[config.mk]
export PLATFORM = sky130hd
export DESIGN_NAME = utf8_codepoint_decoder
export DESIGN_NICKNAME = d
export VERILOG_FILES = /design/src/design/u8cd_pkg.sv /design/src/design/u8cd_ctrl.sv /design/src/design/u8cd_datapath.sv /design/src/design/utf8_codepoint_decoder.sv
export SDC_FILE = /design/constraint.sdc
export NUM_CORES = 1
export LEC_CHECK = 0
export ABC_AREA = 1
export BUFFER_PORTS_ARGS = -buffer_cell sky130_fd_sc_hd__buf_4
export CAP_MARGIN = 20
export CORE_MARGIN = 4
export CORE_UTILIZATION = 60
export CTS_CLUSTER_DIAMETER = 120
export DETAILED_ROUTE_END_ITERATION = 10
export HOLD_SLACK_MARGIN = 0.05
export PLACE_DENSITY = 0.81
export SETUP_SLACK_MARGIN = 0.2
export SYNTH_ARGS = -nofsm -noshare
export SYNTH_HDL_FRONTEND = slang
export SYNTH_HIERARCHICAL = 1
export SYNTH_SLANG_ARGS = --single-unit
[constraint.sdc]
create_clock -name clk -period 7.15 [get_ports clk]
set_input_delay 1.43 -clock clk [delete_from_list [all_inputs] [get_ports clk]]
set_output_delay 1.43 -clock clk [all_outputs]
set_load 0.05 [all_outputs]
[src/design/u8cd_pkg.sv]
// Shared types, constants and decode functions for the UTF-8 code point decoder.
// Used by u8cd_ctrl, u8cd_datapath and utf8_codepoint_decoder; no dependencies.
package u8cd_pkg;

	localparam int unsigned CP_W = 21;
	localparam logic [CP_W-1:0] REPLACEMENT_CP = CP_W'(8'h3F);

	// Controller to datapath
	typedef struct packed {
		logic in_take;   // input word accepted this cycle
		logic rep_step;  // emit one replayed result
		logic rep_end;   // emit the end marker and clear held bytes
	} cmd_t;

	// Datapath to controller
	typedef struct packed {
		logic byte_zero; // input word is the terminator
		logic in_emits;  // a nonzero input word completes a result
		logic rep_more;  // held bytes remain to be replayed
	} status_t;

	// Sequence length from a lead byte, zero for an invalid lead
	function automatic logic [2:0] lead_len(input logic [7:0] b);
		logic [2:0] r;
		if ((b & 8'h80) == 8'h00) r = 3'd1;
		else if ((b & 8'hE0) == 8'hC0) r = 3'd2;
		else if ((b & 8'hF0) == 8'hE0) r = 3'd3;
		else if ((b & 8'hF8) == 8'hF0) r = 3'd4;
		else r = 3'd0;
		return r;
	endfunction

	// Join a complete sequence of the given length into a code point
	function automatic logic [CP_W-1:0] join_seq(input logic [7:0] s0, input logic [7:0] s1,
			input logic [7:0] s2, input logic [7:0] s3, input logic [2:0] len);
		logic [CP_W-1:0] r;
		case (len)
			3'd1: r = CP_W'(s0);
			3'd2: r = CP_W'({s0[4:0], s1[5:0]});
			3'd3: r = CP_W'({s0[3:0], s1[5:0], s2[5:0]});
			3'd4: r = {s0[2:0], s1[5:0], s2[5:0], s3[5:0]};
			default: r = '0;
		endcase
		return r;
	endfunction

endpackage

[src/design/u8cd_ctrl.sv]
// Controller for the UTF-8 code point decoder: run/replay state machine and
// output handshake. Depends on u8cd_pkg.
module u8cd_ctrl (
	input  logic              clk,
	input  logic              arst_n,
	input  logic              in_valid,
	output logic              in_ready,
	output logic              out_valid,
	input  logic              out_ready,
	input  u8cd_pkg::status_t status,
	output u8cd_pkg::cmd_t    cmd
);

	typedef enum logic {
		ST_RUN,
		ST_REPLAY
	} state_t;

	state_t state_q;
	logic   out_valid_q;
	logic   can_load;

	assign can_load  = !out_valid_q || out_ready;
	assign in_ready  = (state_q == ST_RUN) && can_load;
	assign out_valid = out_valid_q;

	always_comb begin
		cmd.in_take  = in_valid && in_ready;
		cmd.rep_step = (state_q == ST_REPLAY) && can_load && status.rep_more;
		cmd.rep_end  = (state_q == ST_REPLAY) && can_load && !status.rep_more;
	end

	always_ff @(posedge clk or negedge arst_n) begin
		if (!arst_n) begin
			state_q     <= ST_RUN;
			out_valid_q <= 1'b0;
		end else begin
			if (can_load) begin
				out_valid_q <= (cmd.in_take && status.in_emits) || cmd.rep_step || cmd.rep_end;
			end
			case (state_q)
				ST_RUN: begin
					// terminator: drain held bytes, then the end marker
					if (cmd.in_take && status.byte_zero) state_q <= ST_REPLAY;
				end
				ST_REPLAY: begin
					if (cmd.rep_end) state_q <= ST_RUN;
				end
				default: state_q <= ST_RUN;
			endcase
		end
	end

endmodule

[src/design/u8cd_datapath.sv]
// Datapath for the UTF-8 code point decoder: held bytes, replay index and the
// output word register. Depends on u8cd_pkg.
module u8cd_datapath (
	input  logic                        clk,
	input  logic                        arst_n,
	input  logic [7:0]                  in_byte,
	input  u8cd_pkg::cmd_t              cmd,
	output u8cd_pkg::status_t           status,
	output logic [u8cd_pkg::CP_W-1:0]   codepoint,
	output logic                        end_of_text,
	output logic                        last
);

	logic [7:0] held_q [3];
	logic [1:0] count_q;
	logic [1:0] idx_q;
	logic [u8cd_pkg::CP_W-1:0] cp_q;
	logic eot_q;
	logic last_q;

	// running path
	logic [2:0] in_len;
	logic [2:0] held_len;
	logic [7:0] s1;
	logic [7:0] s2;
	logic       complete;
	logic [u8cd_pkg::CP_W-1:0] run_cp;

	// replay path
	logic [7:0] r0, r1, r2, r3;
	logic [2:0] rep_len;
	logic [2:0] rep_adv;
	logic [u8cd_pkg::CP_W-1:0] rep_cp;
	logic [2:0] idx_next;

	always_comb begin
		in_len   = u8cd_pkg::lead_len(in_byte);
		held_len = u8cd_pkg::lead_len(held_q[0]);
		s1       = (count_q == 2'd1) ? in_byte : held_q[1];
		s2       = (count_q == 2'd2) ? in_byte : held_q[2];
		complete = ({1'b0, count_q} + 3'd1) >= held_len;
		run_cp   = '0;
		if (count_q == 2'd0) begin
			run_cp = (in_len == 3'd1) ? u8cd_pkg::CP_W'(in_byte) : u8cd_pkg::REPLACEMENT_CP;
		end else begin
			run_cp = u8cd_pkg::join_seq(held_q[0], s1, s2, in_byte, held_len);
		end

		status.byte_zero = (in_byte == 8'h00);
		status.in_emits  = (in_byte != 8'h00) &&
			((count_q == 2'd0) ? (in_len <= 3'd1) : complete);
		status.rep_more  = idx_q < count_q;
	end

	// replay window starting at the current index, zero padded
	always_comb begin
		case (idx_q)
			2'd0: begin r0 = held_q[0]; r1 = held_q[1]; r2 = held_q[2]; r3 = 8'h00; end
			2'd1: begin r0 = held_q[1]; r1 = held_q[2]; r2 = 8'h00; r3 = 8'h00; end
			2'd2: begin r0 = held_q[2]; r1 = 8'h00; r2 = 8'h00; r3 = 8'h00; end
			default: begin r0 = 8'h00; r1 = 8'h00; r2 = 8'h00; r3 = 8'h00; end
		endcase
		rep_len = u8cd_pkg::lead_len(r0);
		if (rep_len == 3'd1) begin
			rep_cp  = u8cd_pkg::CP_W'(r0);
			rep_adv = 3'd1;
		end else if (rep_len >= 3'd2 && ({1'b0, idx_q} + rep_len) <= {1'b0, count_q}) begin
			rep_cp  = u8cd_pkg::join_seq(r0, r1, r2, r3, rep_len);
			rep_adv = rep_len;
		end else begin
			rep_cp  = u8cd_pkg::REPLACEMENT_CP;
			rep_adv = 3'd1;
		end
		idx_next = {1'b0, idx_q} + rep_adv;
	end

	// control: held count and replay index
	always_ff @(posedge clk or negedge arst_n) begin
		if (!arst_n) begin
			count_q <= 2'd0;
			idx_q   <= 2'd0;
		end else begin
			if (cmd.in_take) begin
				if (in_byte == 8'h00) begin
					idx_q <= 2'd0;
				end else if (count_q == 2'd0) begin
					if (in_len >= 3'd2) count_q <= 2'd1;
				end else if (complete) begin
					count_q <= 2'd0;
				end else begin
					count_q <= count_q + 2'd1;
				end
			end
			if (cmd.rep_step) idx_q <= idx_next[1:0];
			if (cmd.rep_end) count_q <= 2'd0;
		end
	end

	// payload: held bytes and output word
	always_ff @(posedge clk) begin
		if (cmd.in_take && in_byte != 8'h00) begin
			if (count_q == 2'd0) begin
				if (in_len >= 3'd2) held_q[0] <= in_byte;
			end else if (!complete) begin
				case (count_q)
					2'd1: held_q[1] <= in_byte;
					2'd2: held_q[2] <= in_byte;
					default: ;
				endcase
			end
		end
		if (cmd.in_take && status.in_emits) begin
			cp_q   <= run_cp;
			eot_q  <= 1'b0;
			last_q <= 1'b1;
		end else if (cmd.rep_step) begin
			cp_q   <= rep_cp;
			eot_q  <= 1'b0;
			last_q <= 1'b0;
		end else if (cmd.rep_end) begin
			cp_q   <= '0;
			eot_q  <= 1'b1;
			last_q <= 1'b1;
		end
	end

	assign codepoint   = cp_q;
	assign end_of_text = eot_q;
	assign last        = last_q;

endmodule

[src/design/utf8_codepoint_decoder.sv]
// UTF-8 code point decoder: one byte word in, code point words out.
// A result is registered and appears in the cycle after the byte that completes it.
// Throughput: one byte per cycle while the output is taken; a terminator
// holds the input while held bytes are replayed and the end marker is sent.
// Reset (arst_n low, asynchronous): nothing held, output empty.
// Depends on u8cd_pkg, u8cd_ctrl and u8cd_datapath.
module utf8_codepoint_decoder (
	input  logic        clk,
	input  logic        arst_n,
	input  logic        s_tvalid,
	output logic        s_tready,
	input  logic [7:0]  s_tdata,  // [7:0] in_byte
	output logic        m_tvalid,
	input  logic        m_tready,
	output logic [23:0] m_tdata,  // [20:0] codepoint, [23:21] zero
	output logic        m_tuser,  // [0] end_of_text
	output logic        m_tlast
);

	u8cd_pkg::cmd_t    cmd;
	u8cd_pkg::status_t status;
	logic [u8cd_pkg::CP_W-1:0] codepoint;

	u8cd_ctrl u_ctrl (
		.clk       (clk),
		.arst_n    (arst_n),
		.in_valid  (s_tvalid),
		.in_ready  (s_tready),
		.out_valid (m_tvalid),
		.out_ready (m_tready),
		.status    (status),
		.cmd       (cmd)
	);

	u8cd_datapath u_datapath (
		.clk         (clk),
		.arst_n      (arst_n),
		.in_byte     (s_tdata),
		.cmd         (cmd),
		.status      (status),
		.codepoint   (codepoint),
		.end_of_text (m_tuser),
		.last        (m_tlast)
	);

	assign m_tdata = {3'b000, codepoint};

endmodule
==> results.ini, run 1 <==
[synth]
syn_inst = 455
synth_edf_count = 45
synth_most_common_cell = nand2_1
synthArstFlopShare_pct = 11.3
synth_top_area_share_pct = 36.8
ys_types = 47
ys_seq_elements = 53
yosys.area.top_type = edfxtp_1
synth.top_cells.by_count = 114 x nand2_1, 51 x inv_1, 45 x edfxtp_1
syn_area_um2 = 3670
synth_ff_type = edfxtp_1
yosysWarnings = 6
netlist_top_cells_area = edfxtp_1 37%, nand2_1 12%, inv_1 5.2%, o21ai_0 4.9%, dfrtp_1 4.1%
post_synth.cell_area_avg_um2 = 8.07
yosysSeqAreaShare_pct = 42.0

[global_routing]
antenna_found_initial = 0
first_global_vias = 3107
track_usage_pct = 28.3
overflow = 0
grt_max_degree = 22
grt_pass1_wl_um = 16200

[timing]
setup_viol = 0
timing.setup.tns_ps = 0
tightest_slew_ps = 891
period_share_pct = 60.3
slew_viol_final = 0
period_needed_ps = 4310
hold_viol_final = 0
skew_ps = 4.52
rsz0062_at_grt = false
relSlewSlack_pct = 40.5
fmax_ghz = 0.232

[clock_network]
cts_tree = yes
cts_hold_buf = 0
cts-buffers-inserted = 5
htree_levels = 2
path_clk_slew_ps = 90
clk_latency_ps = 300
clockBufferDepth = 2
cts_root_buf = clkbuf_8
post_cts_resized = 0
clock-sinks = 53
cts_setup_buffers = 0

[worst_setup_path]
crit_path_max_fanout = 13
worst-r2r-cell-count = 24
start_kind = flip-flop
reg2reg_from = u_datapath/idx_q[0]$_DFFE_PN0P_
r2r-end = u_datapath/idx_q[1]$_DFFE_PN0P_
worstPathRequired_ps = 7350
critPathArrivalTime_ps = 4520
ff2ff_setup_slack_ps = 2840
path_class = reg2reg
end_kind = flip-flop

[floorplan]
fp.dieH_um = 86.2
ios = 40
die_w_um = 86.2
start_util_pct = 62.0
dieArea_um2 = 7430
core_um2 = 5920
rows = 28

[final_layout]
fillers = 492
final_layout_size_suffix_gt1_share_pct = 16.0
finalInstanceArea_um2 = 4070
multiInputGateArea_um2 = 1820
nets = 512
regArea_um2 = 1540
diodes = 0
area_growth_pct = 10.8

[hold_path]
hold_start = u_datapath/end_of_text$_SDFFE_PP0P_
min_path_type = reg2reg
hold_path_end = u_datapath/end_of_text$_SDFFE_PP0P_
worstHoldPathCells = 2

[power]
peakVddDrop_mv = 0.330
p_per_area_nw_per_um2 = 423
p_total_mw = 1.72
leakage_nw = 1.80

[route]
dr.pass1.iters = 6
post_drt_wl_per_cell_um = 18.2
vias = 3443
ant_nets = 0
via_per_inst = 6.12
drc = 0
wl_um = 10200
drt-initial-drc-count = 346

[placement]
place_area_um2 = 3960
place.port_buffers = 36
routabilityCongestion = 0.966
dp.final_hpwl_um = 7960

[flow_run]
maxCapViolCount = 0

[outcome]
outcome = completed

[layout by cell type (no fill, tap or decap), types with 10 or more instances in the layout]
cell / instances
a21oi_1: 17
buf_4: 36
edfxtp_1: 45
ha_1: 12
inv_1: 51
nand2_1: 114
nand3_1: 26
nor2_1: 35
o21ai_0: 36
o21ai_1: 10
o22ai_1: 19
[area by class of cell]
class	count	area share, %
clock buffers	6	1.78
clock inverters	2	0.954
inverters	58	5.54
multi-input cells	333	44.9
flip-flops and latches	53	37.9
well taps	75	2.31
repair buffers	36	6.65
[per-stage QoR]
stage	hold WS (ps)	worst slack [ps]	util, %	instances
after floorplan	551	3580	-	457
after global placement	485	3030	66.8	555
after detailed placement	495	2890	66.8	555
after CTS	508	2880	68.7	563
after global routing	569	2540	68.7	563
final	510	2840	68.7	563
[report_power, final]
group	total (mW)	internal [mW]	switching [mW]
logic	1.04	0.288	0.748
registers	0.482	0.427	0.0549
clock network	0.200	0.105	0.0953
total	1.72	0.821	0.898
[flip-flops by register name, indices dropped and copies added (netlist names)]
register                count
u_datapath/idx_q            2
u_ctrl/out_valid            1
u_datapath/held_q          24
u_datapath/last             1
u_datapath/end_of_text      1
u_ctrl/state_q              1
u_datapath/count_q          2
u_datapath/codepoint       21
[layer usage]
metal  global-route usage [%]  vias up  share of wire [%]
met5                        0        -                  0
met4                     6.52        0                1.9
met3                     4.28       33                9.5
met2                     46.9      225                 47
met1                     39.6     1562                 42
li1                         -     1623                  -
[cell families after synthesis]
kind of cell,after synthesis,synth area share [%]
compound gates,105,17.1
xor+xnor,1,0.239
fa+ha+maj,13,4.64
buf+inv,71,8.52
flops,53,42.0
other cells,1,0.102
simple gates,211,27.4
[how the worst max path moves through the flow]
stage               slack (ps)                       startpoint                         endpoint
finish                    2840  u_datapath/idx_q[0]$_DFFE_PN0P_  u_datapath/idx_q[1]$_DFFE_PN0P_
global route              2540  u_datapath/idx_q[1]$_DFFE_PN0P_  u_datapath/idx_q[1]$_DFFE_PN0P_
CTS                       2880  u_datapath/idx_q[1]$_DFFE_PN0P_  u_datapath/idx_q[1]$_DFFE_PN0P_
detailed placement        2890  u_datapath/idx_q[1]$_DFFE_PN0P_  u_datapath/idx_q[1]$_DFFE_PN0P_
global placement          3030  u_datapath/idx_q[1]$_DFFE_PN0P_  u_datapath/idx_q[1]$_DFFE_PN0P_
floorplan                 3580                         m_tready                         s_tready
[worst max-delay path, cell delays in order (launching register included)]
cell,delay [ps]
dfrtp_1,590
nor2_2,470
nand2_1,130
nand3_2,230
inv_2,120
nor2_4,140
nand2_4,110
nand2_1,80
ha_1,150
inv_1,50
fa_1,480
inv_1,40
ha_1,280
a21oi_1,140
a21oi_1,80
a21oi_4,210
nand2_4,130
inv_2,90
nand2_1,50
ha_1,190
xnor2_1,130
inv_1,70
nand4_1,100
nand3_1,100
nand2_1,50
Note: power is estimated with default switching activity, not from simulation.
==> inputs of run 2 (changes only) <==
--- a/config.mk
+++ b/config.mk
@@ -9,11 +9,11 @@
 export BUFFER_PORTS_ARGS = -buffer_cell sky130_fd_sc_hd__buf_4
 export CAP_MARGIN = 20
 export CORE_MARGIN = 4
-export CORE_UTILIZATION = 60
+export CORE_UTILIZATION = 59
 export CTS_CLUSTER_DIAMETER = 120
 export DETAILED_ROUTE_END_ITERATION = 10
 export HOLD_SLACK_MARGIN = 0.05
-export PLACE_DENSITY = 0.81
+export PLACE_DENSITY = 0.8
 export SETUP_SLACK_MARGIN = 0.2
 export SYNTH_ARGS = -nofsm -noshare
 export SYNTH_HDL_FRONTEND = slang
==> constraint.sdc (replaced) <==
create_clock -name clk -period 4 [get_ports clk]
set_input_delay 0.8 -clock clk [delete_from_list [all_inputs] [get_ports clk]]
set_output_delay 0.8 -clock clk [all_outputs]
set_load 0.05 [all_outputs]
==> run 2 against run 1 <==
Sequential share of layout area shrank 1.1 points. Non-clock buffer count is 15 higher. Clock power is 86% higher. Combinational power up 90%. Setup slack got worse by 2500 ps. Critical path type unchanged. Critical endpoint unchanged.
==> results.ini, run 2 (synthesis results as in run 1) <==
[outcome]
outcome = completed

[power]
peakVddDrop_mv = 0.550  ; +67%
leakage_nw = 1.88  ; +4.3%
p_total_mw = 3.20  ; +86%
p_per_area_nw_per_um2 = 763  ; +81%

[clock_network]
cts_tree = yes
clockBufferDepth = 2  ; unchanged
clock-sinks = 53  ; unchanged
cts-buffers-inserted = 5  ; unchanged
clk_latency_ps = 310  ; about the same
cts_root_buf = clkbuf_8
cts_hold_buf = 0  ; unchanged
path_clk_slew_ps = 100  ; about the same
htree_levels = 2  ; unchanged

[worst_setup_path]
start_kind = flip-flop
critPathArrivalTime_ps = 3860  ; -660 ps
r2r-end = u_datapath/idx_q[1]$_DFFE_PN0P_
path_class = reg2reg
end_kind = flip-flop
slowest_delay_ps = 500  ; -90 ps
reg2reg_from = u_datapath/idx_q[0]$_DFFE_PN0P_
crit_chain = buf_4 > nand3_1 > nand3_4 > nor2_4 > nand2_4 > nand2_1 > ha_1 > inv_1 > fa_1 > inv_1 > ha_1 > a21oi_1 > a21oi_1 > a21oi_4 > nand2_4 > inv_2 > nand2_1 > ha_1 > xnor2_1 > inv_1 > nand4_1 > nand3_1 > nand2_1
worst-r2r-cell-count = 23  ; -4.2%
ff2ff_setup_slack_ps = 350  ; -2490 ps
crit_slowest_cell = dfrtp_2
crit_path_max_fanout = 10  ; -3
worstPathRequired_ps = 4210  ; -3140 ps

[route]
via_per_inst = 5.99  ; -2.0%
dr_wl_met2_um = 4640  ; -3.0%
drt-initial-drc-count = 496  ; +43%
highest_layer = met4
vias = 3463  ; +0.58%
ant_nets = 0  ; unchanged
dr.pass1.iters = 5  ; -1
routed-wl-met3_um = 1050  ; +8.5%
drc = 0  ; unchanged
post_drt_wl_per_cell_um = 17.8  ; -2.1%
wl_um = 10300  ; +0.49%
drt-met1-wl_um = 4220  ; -1.4%

[placement]
routabilityCongestion = 1.02  ; +5.7%
dp.final_hpwl_um = 7790  ; -2.1%
dpl_worst_slack_ps = 178  ; -2710 ps
dp.cells = 564  ; +1.6%
place.port_buffers = 36  ; unchanged

[floorplan]
fp.dieH_um = 86.9  ; +0.77%
core_um2 = 5990  ; +1.2%
rows = 28  ; unchanged
die_w_um = 86.9  ; +0.77%
dieArea_um2 = 7550  ; +1.5%
start_util_pct = 61.3  ; -0.73 points
ios = 40  ; unchanged

[timing]
fmax_ghz = 0.274  ; +18%
slew_viol_final = 0  ; unchanged
period_needed_ps = 3650  ; -660 ps
hold_viol_final = 0  ; unchanged
rsz0062_at_grt = false
timing.setup.tns_ps = 0  ; unchanged
worst_slack_ps = 347  ; -2490 ps
period_share_pct = 91.3  ; +31 points
setup_viol = 0  ; unchanged
tightest_slew_ps = 697  ; -194 ps
skew_ps = 4.89  ; +0.374 ps
relSlewSlack_pct = 53.4  ; +13 points

[final_layout]
final_cell_mix = 114 x nand2_1, 51 x buf_4, 51 x inv_1
final_layout_size_suffix_gt1_share_pct = 19.1  ; +3.1 points
largest_register = u_datapath/held_q
nets = 527  ; +2.9%
diodes = 0  ; unchanged
final_core_util_pct = 70.0  ; +1.3 points
instances_no_fill = 578  ; +2.7%
area_growth_pct = 14.3
largest_reg_flops = 24  ; unchanged
layout_commonest_cell = nand2_1

[hold_path]
min_path_type = in2async

[global_routing]
grt_max_degree = 22  ; unchanged
grt_pass1_wl_um = 15900  ; -2.3%
overflow = 0  ; unchanged
first_global_vias = 3152  ; +1.4%
track_usage_pct = 27.4  ; -0.89 points
antenna_found_initial = 0  ; unchanged

[flow_run]
maxCapViolCount = 0  ; unchanged

run 2: changes by cell type in the layout (fill, tap and decap cells not counted):
cell,change
clkbuf_1,-1
nand3_2,-1
nor2_2,-1
dfrtp_1,-2
buf_4,+15
nand3_4,+1
dfrtp_2,+2
clkinv_2,+1
clkinv_4,-1
nor2_4,+1
inv_6,+1
run 2: repair_timing:
item / in CTS / in global routing
endpoints found under the setup margin: 1 / 2
setup buffers: 0 / 6
hold endpoints to repair: 0 / 0
pin swaps: 0 / 0
resized for setup: 2 / 2
run 2: layout make-up:
class,count,area (um2)
Sequential cell,53,1540
Fill cell,495,1800
Multi-Input combinational cell,333,1840
Tap cell,75,93.8
Inverter,58,225
Timing Repair Buffer,51,383
Clock buffer,5,68.8
Clock inverter,3,43.8
run 2: per-stage QoR:
stage	hold WS [ps]	cell area [um2]
2_1_floorplan	504	3680
3_3_place_gp	485	4020
3_5_place_dp	488	4020
4_1_cts	279	4140
5_1_grt	270	4200
6_report	279	4200
run 2: layer usage:
layer | vias to the layer above | global-route usage [%]
met5 | - | 0
met2 | 204 | 44.8
met4 | 0 | 9.77
met1 | 1576 | 37.6
li1 | 1647 | -
met3 | 36 | 3.50
run 2: report_power, final:
| part | total (mW) | internal, mW | switching (mW) |
|---|---|---|---|
| clock network | 0.371 | 0.188 | 0.183 |
| logic | 1.98 | 0.612 | 1.37 |
| registers | 0.848 | 0.763 | 0.0859 |
run 2: worst max path at each step:
stage	from	end	slack (ps)
detailed placement	u_datapath/idx_q[1]$_DFFE_PN0P_	u_datapath/idx_q[1]$_DFFE_PN0P_	180
finish	u_datapath/idx_q[0]$_DFFE_PN0P_	u_datapath/idx_q[1]$_DFFE_PN0P_	350
global placement	u_datapath/idx_q[0]$_DFFE_PN0P_	u_datapath/idx_q[1]$_DFFE_PN0P_	310
global route	u_datapath/idx_q[0]$_DFFE_PN0P_	u_datapath/idx_q[1]$_DFFE_PN0P_	180
CTS	u_datapath/idx_q[1]$_DFFE_PN0P_	u_datapath/idx_q[1]$_DFFE_PN0P_	260
floorplan	u_datapath/idx_q[0]$_DFFE_PN0P_	u_datapath/idx_q[1]$_DFFE_PN0P_	590
run 2: worst max-delay path: cells and delay by family (launching register included):
family	cells	cell delay, ps
AND/OR/NAND/NOR	10	1020
adder cells (fa/ha/maj)	4	1090
AO/OA/AOI/OAI	3	380
flip-flops	1	500
buffers and inverters	5	420
XOR/XNOR	1	140
